`config.mk`:
```
export PLATFORM = sky130hd
export DESIGN_NAME = encoder_setpoint_adjuster_top
export DESIGN_NICKNAME = d
export VERILOG_FILES = /design/src/esa_pkg.sv /design/src/esa_select.sv /design/src/esa_detent.sv /design/src/encoder_setpoint_adjuster_top.sv
export SDC_FILE = /design/constraint.sdc
export NUM_CORES = 1
export LEC_CHECK = 0
export ABC_AREA = 1
export BUFFER_PORTS_ARGS = -buffer_cell sky130_fd_sc_hd__buf_2
export CELL_PAD_IN_SITES_DETAIL_PLACEMENT = 1
export CELL_PAD_IN_SITES_GLOBAL_PLACEMENT = 2
export CORE_MARGIN = 8
export CORE_UTILIZATION = 38
export CTS_BUF_LIST = sky130_fd_sc_hd__clkbuf_2
export DETAILED_ROUTE_END_ITERATION = 10
export PLACE_DENSITY = 0.93
export SYNTH_ARGS = -nofsm -noshare
export SYNTH_HDL_FRONTEND = slang
export SYNTH_SLANG_ARGS = --single-unit
```
`constraint.sdc`:
```
create_clock -name clk -period 7.99 [get_ports clk]
set_input_delay 1.598 -clock clk [delete_from_list [all_inputs] [get_ports clk]]
set_output_delay 1.598 -clock clk [all_outputs]
set_load 0.01 [all_outputs]
```
`src/esa_pkg.sv`:
```
package esa_pkg;

	// Detent lockout defaults and counter width (the lockout range is 1 to 15).
	localparam int unsigned LockoutTicksDefault = 10;
	localparam int unsigned LockW               = 4;

	// Setpoint width and saturation limits.
	localparam int unsigned ValueW   = 16;
	localparam logic [ValueW-1:0] ValueMax = {ValueW{1'b1}};
	localparam logic [ValueW-1:0] ValueMin = '0;

	// Top values of the cycling selectors.
	localparam logic [2:0] PrescaleTop = 3'd4;
	localparam logic [1:0] StepTop     = 2'd3;
	localparam logic [1:0] ModeTop     = 2'd2;

	// Step select codes.
	localparam logic [1:0] StepOne      = 2'd0;
	localparam logic [1:0] StepTen      = 2'd1;
	localparam logic [1:0] StepHundred  = 2'd2;
	localparam logic [1:0] StepThousand = 2'd3;

	// Selector state shared between the button logic and the top level.
	typedef struct packed {
		logic [1:0] mode;
		logic [1:0] step;
		logic [2:0] prescale;
	} sel_t;

	// Detent tracking state.
	typedef struct packed {
		logic            active;
		logic            applied;
		logic [LockW-1:0] count;
	} det_t;

	// Input transaction, line_a in the lowest bit.
	typedef struct packed {
		logic mode_press;
		logic step_press;
		logic prescale_press;
		logic line_b;
		logic line_a;
	} in_t;

	// Result transaction, compare_value in the lowest bits.
	typedef struct packed {
		logic              value_changed;
		logic [1:0]        mode_sel;
		logic [1:0]        step_sel;
		logic [2:0]        prescale_sel;
		logic [ValueW-1:0] compare_value;
	} out_t;

	// Step size for each step select code.
	function automatic logic [ValueW-1:0] step_amount(input logic [1:0] idx);
		logic [ValueW-1:0] amt;
		unique case (idx)
			StepOne:      amt = ValueW'(1);
			StepTen:      amt = ValueW'(10);
			StepHundred:  amt = ValueW'(100);
			StepThousand: amt = ValueW'(1000);
			default:      amt = ValueW'(1);
		endcase
		return amt;
	endfunction

endpackage

```
`src/esa_select.sv`:
```
module esa_select (
	input  esa_pkg::sel_t sel_cur,
	input  logic          prescale_press,
	input  logic          step_press,
	input  logic          mode_press,
	output esa_pkg::sel_t sel_next
);

	// Each press advances its selector by one and wraps past the top value.
	always_comb begin
		sel_next = sel_cur;
		if (prescale_press) begin
			sel_next.prescale = (sel_cur.prescale >= esa_pkg::PrescaleTop) ? 3'd0
				: sel_cur.prescale + 3'd1;
		end
		if (step_press) begin
			sel_next.step = (sel_cur.step == esa_pkg::StepTop) ? 2'd0 : sel_cur.step + 2'd1;
		end
		if (mode_press) begin
			sel_next.mode = (sel_cur.mode >= esa_pkg::ModeTop) ? 2'd0 : sel_cur.mode + 2'd1;
		end
	end

endmodule

```
`src/esa_detent.sv`:
```
module esa_detent #(
	parameter int unsigned LOCKOUT_TICKS = esa_pkg::LockoutTicksDefault
) (
	input  logic                       line_a,
	input  logic                       line_b,
	input  logic [1:0]                 step_sel,
	input  logic [esa_pkg::ValueW-1:0] value_cur,
	input  esa_pkg::det_t              det_cur,
	output logic [esa_pkg::ValueW-1:0] value_next,
	output esa_pkg::det_t              det_next,
	output logic                       changed
);

	localparam logic [esa_pkg::LockW-1:0] LockLoad = esa_pkg::LockW'(LOCKOUT_TICKS);

	logic [esa_pkg::ValueW-1:0] step;
	logic [esa_pkg::ValueW:0]   sum;
	logic [esa_pkg::ValueW:0]   diff;
	logic [esa_pkg::ValueW-1:0] stepped;
	logic                       both_high;
	logic [esa_pkg::LockW-1:0]  count_work;

	// Saturating add or subtract of the selected step; line A picks the direction.
	always_comb begin
		step    = esa_pkg::step_amount(step_sel);
		sum     = {1'b0, value_cur} + {1'b0, step};
		diff    = {1'b0, value_cur} - {1'b0, step};
		if (line_a) begin
			stepped = sum[esa_pkg::ValueW] ? esa_pkg::ValueMax : sum[esa_pkg::ValueW-1:0];
		end else begin
			stepped = diff[esa_pkg::ValueW] ? esa_pkg::ValueMin : diff[esa_pkg::ValueW-1:0];
		end
	end

	// One step per detent, then count both-high ticks until the lockout ends it.
	always_comb begin
		both_high  = line_a & line_b;
		value_next = value_cur;
		det_next   = det_cur;
		changed    = 1'b0;
		count_work = det_cur.count;
		if (!both_high || det_cur.active) begin
			if (!det_cur.applied) begin
				det_next.active  = 1'b1;
				det_next.applied = 1'b1;
				value_next       = stepped;
				count_work       = LockLoad;
				changed          = 1'b1;
			end
			if (both_high) begin
				if (count_work != '0) begin
					det_next.count = count_work - 1'b1;
					if (count_work == esa_pkg::LockW'(1)) begin
						det_next.active  = 1'b0;
						det_next.applied = 1'b0;
					end
				end else begin
					det_next.count   = count_work;
					det_next.active  = 1'b0;
					det_next.applied = 1'b0;
				end
			end else begin
				det_next.count = count_work;
			end
		end
	end

endmodule

```
`src/encoder_setpoint_adjuster_top.sv`:
```
// Channel  Dir  Handshake             Payload
// s        in   s_tvalid / s_tready   s_tdata: line_a, line_b, prescale_press, step_press,
//                                     mode_press, zero fill
// m        out  m_tvalid / m_tready   m_tdata: compare_value, prescale_sel, step_sel,
//                                     mode_sel, value_changed
//
// One transaction per clock sustained while m_tready stays high. An accepted input
// transaction passes the input register, the tick logic and then the result register.
// The setpoint, selectors and detent state update in the same cycle the result is loaded.
// A stalled result holds the result register; the input register still takes one more
// transaction and s_tready follows m_tready combinationally when both stages are full.
// Reset (arst_n low) clears the setpoint, selectors and detent state and empties both stages.
module encoder_setpoint_adjuster_top #(
	parameter int unsigned LOCKOUT_TICKS = esa_pkg::LockoutTicksDefault
) (
	input  logic        clk,
	input  logic        arst_n,
	input  logic        s_tvalid,
	output logic        s_tready,
	input  logic [7:0]  s_tdata,   // line_a, line_b, prescale_press, step_press, mode_press, 0
	output logic        m_tvalid,
	input  logic        m_tready,
	output logic [23:0] m_tdata    // compare_value, prescale_sel, step_sel, mode_sel,
	                               // value_changed
);

	localparam int unsigned InW = $bits(esa_pkg::in_t);

	esa_pkg::in_t  item_s1;
	logic          valid_s1;
	esa_pkg::out_t result_s2;
	logic          valid_s2;

	logic [esa_pkg::ValueW-1:0] value_q;
	esa_pkg::sel_t              sel_q;
	esa_pkg::det_t              det_q;

	esa_pkg::sel_t              sel_next;
	esa_pkg::det_t              det_next;
	logic [esa_pkg::ValueW-1:0] value_next;
	logic                       changed;
	logic                       advance;

	// Pipeline flow control.
	assign advance  = valid_s1 && (!valid_s2 || m_tready);
	assign s_tready = !valid_s1 || advance;

	// Input register.
	always_ff @(posedge clk or negedge arst_n) begin
		if (!arst_n) begin
			valid_s1 <= 1'b0;
		end else if (s_tready) begin
			valid_s1 <= s_tvalid;
		end
	end

	always_ff @(posedge clk) begin
		if (s_tready && s_tvalid) begin
			item_s1 <= esa_pkg::in_t'(s_tdata[InW-1:0]);
		end
	end

	// Button handling comes first so the encoder step sees the new step select.
	esa_select u_select (
		.sel_cur        (sel_q),
		.prescale_press (item_s1.prescale_press),
		.step_press     (item_s1.step_press),
		.mode_press     (item_s1.mode_press),
		.sel_next       (sel_next)
	);

	esa_detent #(
		.LOCKOUT_TICKS (LOCKOUT_TICKS)
	) u_detent (
		.line_a     (item_s1.line_a),
		.line_b     (item_s1.line_b),
		.step_sel   (sel_next.step),
		.value_cur  (value_q),
		.det_cur    (det_q),
		.value_next (value_next),
		.det_next   (det_next),
		.changed    (changed)
	);

	// Block state, updated when a tick moves into the result register.
	always_ff @(posedge clk or negedge arst_n) begin
		if (!arst_n) begin
			value_q <= '0;
			sel_q   <= '0;
			det_q   <= '0;
		end else if (advance) begin
			value_q <= value_next;
			sel_q   <= sel_next;
			det_q   <= det_next;
		end
	end

	// Result register.
	always_ff @(posedge clk or negedge arst_n) begin
		if (!arst_n) begin
			valid_s2 <= 1'b0;
		end else if (advance) begin
			valid_s2 <= 1'b1;
		end else if (m_tready) begin
			valid_s2 <= 1'b0;
		end
	end

	always_ff @(posedge clk) begin
		if (advance) begin
			result_s2.compare_value <= value_next;
			result_s2.prescale_sel  <= sel_next.prescale;
			result_s2.step_sel      <= sel_next.step;
			result_s2.mode_sel      <= sel_next.mode;
			result_s2.value_changed <= changed;
		end
	end

	assign m_tvalid = valid_s2;
	assign m_tdata  = result_s2;

`ifndef SYNTH
	// A detent in progress always has its step applied.
	assert property (@(posedge clk) disable iff (!arst_n) det_q.active |-> det_q.applied)
		else $error("detent active without applied step");

	// A reported step leaves the detent marked as applied.
	assert property (@(posedge clk) disable iff (!arst_n)
		(advance && changed) |=> (det_q.applied && det_q.active))
		else $error("step reported but detent not recorded");

	// Selectors never leave their ranges.
	assert property (@(posedge clk) disable iff (!arst_n)
		(sel_q.prescale <= esa_pkg::PrescaleTop) && (sel_q.mode <= esa_pkg::ModeTop))
		else $error("selector out of range");

	// The block state changes only when a tick is evaluated.
	assert property (@(posedge clk) disable iff (!arst_n)
		!advance |=> ($stable(value_q) && $stable(sel_q) && $stable(det_q)))
		else $error("state changed without a tick");
`endif

endmodule
```
==> results_dict.tcl <==
set metrics [dict create \
    root_buffer "clkbuf_2" \
    crit_fanout 13 \
    setup-tns-final_ns 0 \
    drv_slew 0 \
    relSlewSlack_pct 33.2 \
    tightestPinTransition_ns 1.00 \
    syn_nets 654 \
    numCtsBuffers 9 \
    holdBufCountCts 0 \
    tritoncts "built" \
    synth-warning-count 0 \
    post_cts_resized 0 \
    synth.avg_cell_area_um2 7.08 \
    fin_area_um2 4770 \
    intPower_mw 1.05 \
    hold_path_class "reg2reg" \
    syn_inst 616 \
    setup-violations-final 0 \
    gr-total-overflow 0 \
    grt_pass1_wl_um 21600 \
    timing.final.crit_share_pct 50.0 \
    total_power_mw 2.24 \
    fmax_mhz 250 \
    die_w_um 123 \
    critPathMaxStageDelay_ns 0.47 \
    status "finished, final reports clean" \
    rsz0062_at_grt "no" \
    synth_cell_type_count 36 \
    dpl-instance-area_um2 4630 \
    grt_pass1_vias 4450 \
    dpl.hpwl_um 9980 \
    path_class "reg2reg" \
    num_antenna_cells 0 \
    p_leak_nw 2.46 \
    netSwitchingPower_mw 1.19 \
    cts_max_path_buffers 2 \
    drc 0 \
    dp_slack_ns 4.02 \
    critPathMostFrequentCell "nand2_1" \
    port_buffers 34 \
    drive_gt1_share_pct 10.5 \
    path_cells "ha_1, nand2_1, o21ai_1, inv_1, nor2_1, inv_1, ha_1, nand2_1, nor2_1, nand2_1, nand2_1, nand2_2, a21oi_4, nand3_1, a31oi_1" \
    vias 4077 \
    first_iter_violations 226 \
    critical_path.startpoint_type "flip-flop" \
    initial_core_util_pct 38.5 \
    ctsHtreeMaxLevel 3 \
    synthToLayoutAreaGrowth_pct 9.20 \
    clock-sinks 60 \
    dieHeight_um 123 \
    final_cell_mix "nand2_1, inv_1, nand3_1" \
    crit_required_ns 8.29 \
    finClkSkew_ns 0.0186 \
    wire_per_inst_um 16.1 \
    worstPathArrival_ns 4.29 \
    finalCriticalPeriod_ns 3.99 \
    viasPerCell 5.14 \
    antenna_found_initial 0 \
    nFillCells 1471 \
    cp_slowest_cell "ha_1" \
    powerDensity_nw_per_um2 470 \
    vdd_ir_drop_max_mv 0.196 \
    grtUsageTotal_pct 18.0 \
    cts.clk_slew.worst_paths_ns 0.18 \
    max_cap_violations 0 \
    clk_latency_ns 0.49 \
    p_seq_share_pct 26.5 \
    rows 39 \
    layout_setup_ws_ns 4.00 \
    postCtsSetupRepairBufs 0 \
    dieArea_um2 15200 \
    p_clk_share_pct 9.8 \
    synth-seq-cells 60 \
    seq_area_frac_synth_pct 37.7 \
    combPwrFrac_pct 63.7 \
    dr.pass1.iters 4 \
    grt_max_degree 56 \
    ant_nets 0 \
    core-area_um2 11300 \
    hold_violations 0 \
    critPathCaptureType "flip-flop" \
    netSwitchingFraction_pct 53.3 \
    io_pins 38 \
    gp_congestion 0.852 \
    final_common_cell "nand2_1" \
    syn-cell-area_um2 4360 \
    fin_nets 683 \
    wl_um 12800 \
]
sequential cells by signal (all words and copies together) (netlist names):
name,count
value_q,16
sel_q,7
det_q,6
valid_s1,1
item_s1,5
m_tdata,24
m_tvalid,1
metal layers:
layer  part of all wire (%)  wire length (um)  global-route usage (%)  vias up
met5                      0                 0                       0        -
met4                    1.2               155                    5.72        0
met3                    3.1               396                    3.42       12
met2                     51              6560                    32.1       57
met1                     44              5650                    21.2     1990
li1                       -                 -                       -     2018
path summary, 6_finish.rpt:
check,cells after the start,start,slack [ns],end
worst max-delay path,15,sel_q[3],4.00,m_tdata[9]
worst min-delay path,2,det_q[3],0.54,det_q[3]
worst max register to register,15,sel_q[3],4.00,m_tdata[9]
worst min register to register,2,det_q[3],0.54,det_q[3]
max in group asynchronous,1,arst_n,6.34,sel_q[3]
min in group asynchronous,1,arst_n,1.15,value_q[12]
critical path: cells and delay by family (launching register included):
kind,cells,cell delay [ns]
fa+ha+maj,2,0.76
compound gates,3,1.10
simple gates,8,1.15
buf+inv,2,0.38
flops,1,0.43
cells by family after synthesis:
family / share of synthesized area, %
and+or+nand+nor: 34.2
adders and majority gates: 7.80
DFF: 37.7
xor gates and xnor gates: 3.01
AOI/OAI and AO/OA: 8.03
buffers and inverters: 9.20
cell usage after synthesis, drive strengths merged:
cell type | count | area (um2)
a31oi | 9 | 56.3
nand3b | 6 | 45.0
o21bai | 2 | 15.0
or2 | 1 | 6.26
nor2 | 57 | 221
nand3 | 68 | 350
buf | 9 | 56.3
nor2b | 1 | 6.26
o31ai | 1 | 7.51
nand2 | 209 | 790
dfrtp | 31 | 776
a21boi | 2 | 15.0
inv | 84 | 315
and2 | 3 | 18.8
clkbuf | 8 | 30.0
fa | 2 | 40.0
xnor2 | 2 | 17.5
o21ai | 28 | 140
edfxtp | 29 | 871
xor2 | 13 | 114
ha | 24 | 300
a22oi | 1 | 7.51
a21oi | 15 | 101
o211ai | 1 | 7.51
nor3 | 5 | 25.0
nand4 | 5 | 31.3
layout make-up:
class                           instances  area [um2]  area share [%]
Inverter                               84         315            6.62
Sequential cell                        60        1650            34.5
Tap cell                              143         179            3.75
Multi-Input combinational cell        455        2320            48.6
Timing Repair Buffer                   35         178            3.73
Clock buffer                           11        55.1            1.16
Clock inverter                          5        76.3            1.60
power groups by stage:
stage	Clock, mW	Combinational [mW]	Sequential, mW
2_1_floorplan	0	1.06	0.563
3_3_place_gp	0	1.37	0.592
3_5_place_dp	0	1.43	0.600
4_1_cts	0.225	1.44	0.594
5_1_grt	0.237	1.62	0.612
6_report	0.221	1.43	0.594
through the flow:
stage	hold WS, ns	util [%]	cells
after global placement	0.470	40.9	777
after floorplan	0.454	-	616
after CTS	0.549	42.1	793
after global routing	0.577	42.1	793
final	0.545	42.1	793
after detailed placement	0.512	40.9	777
Power figures use the tool's default switching activity.
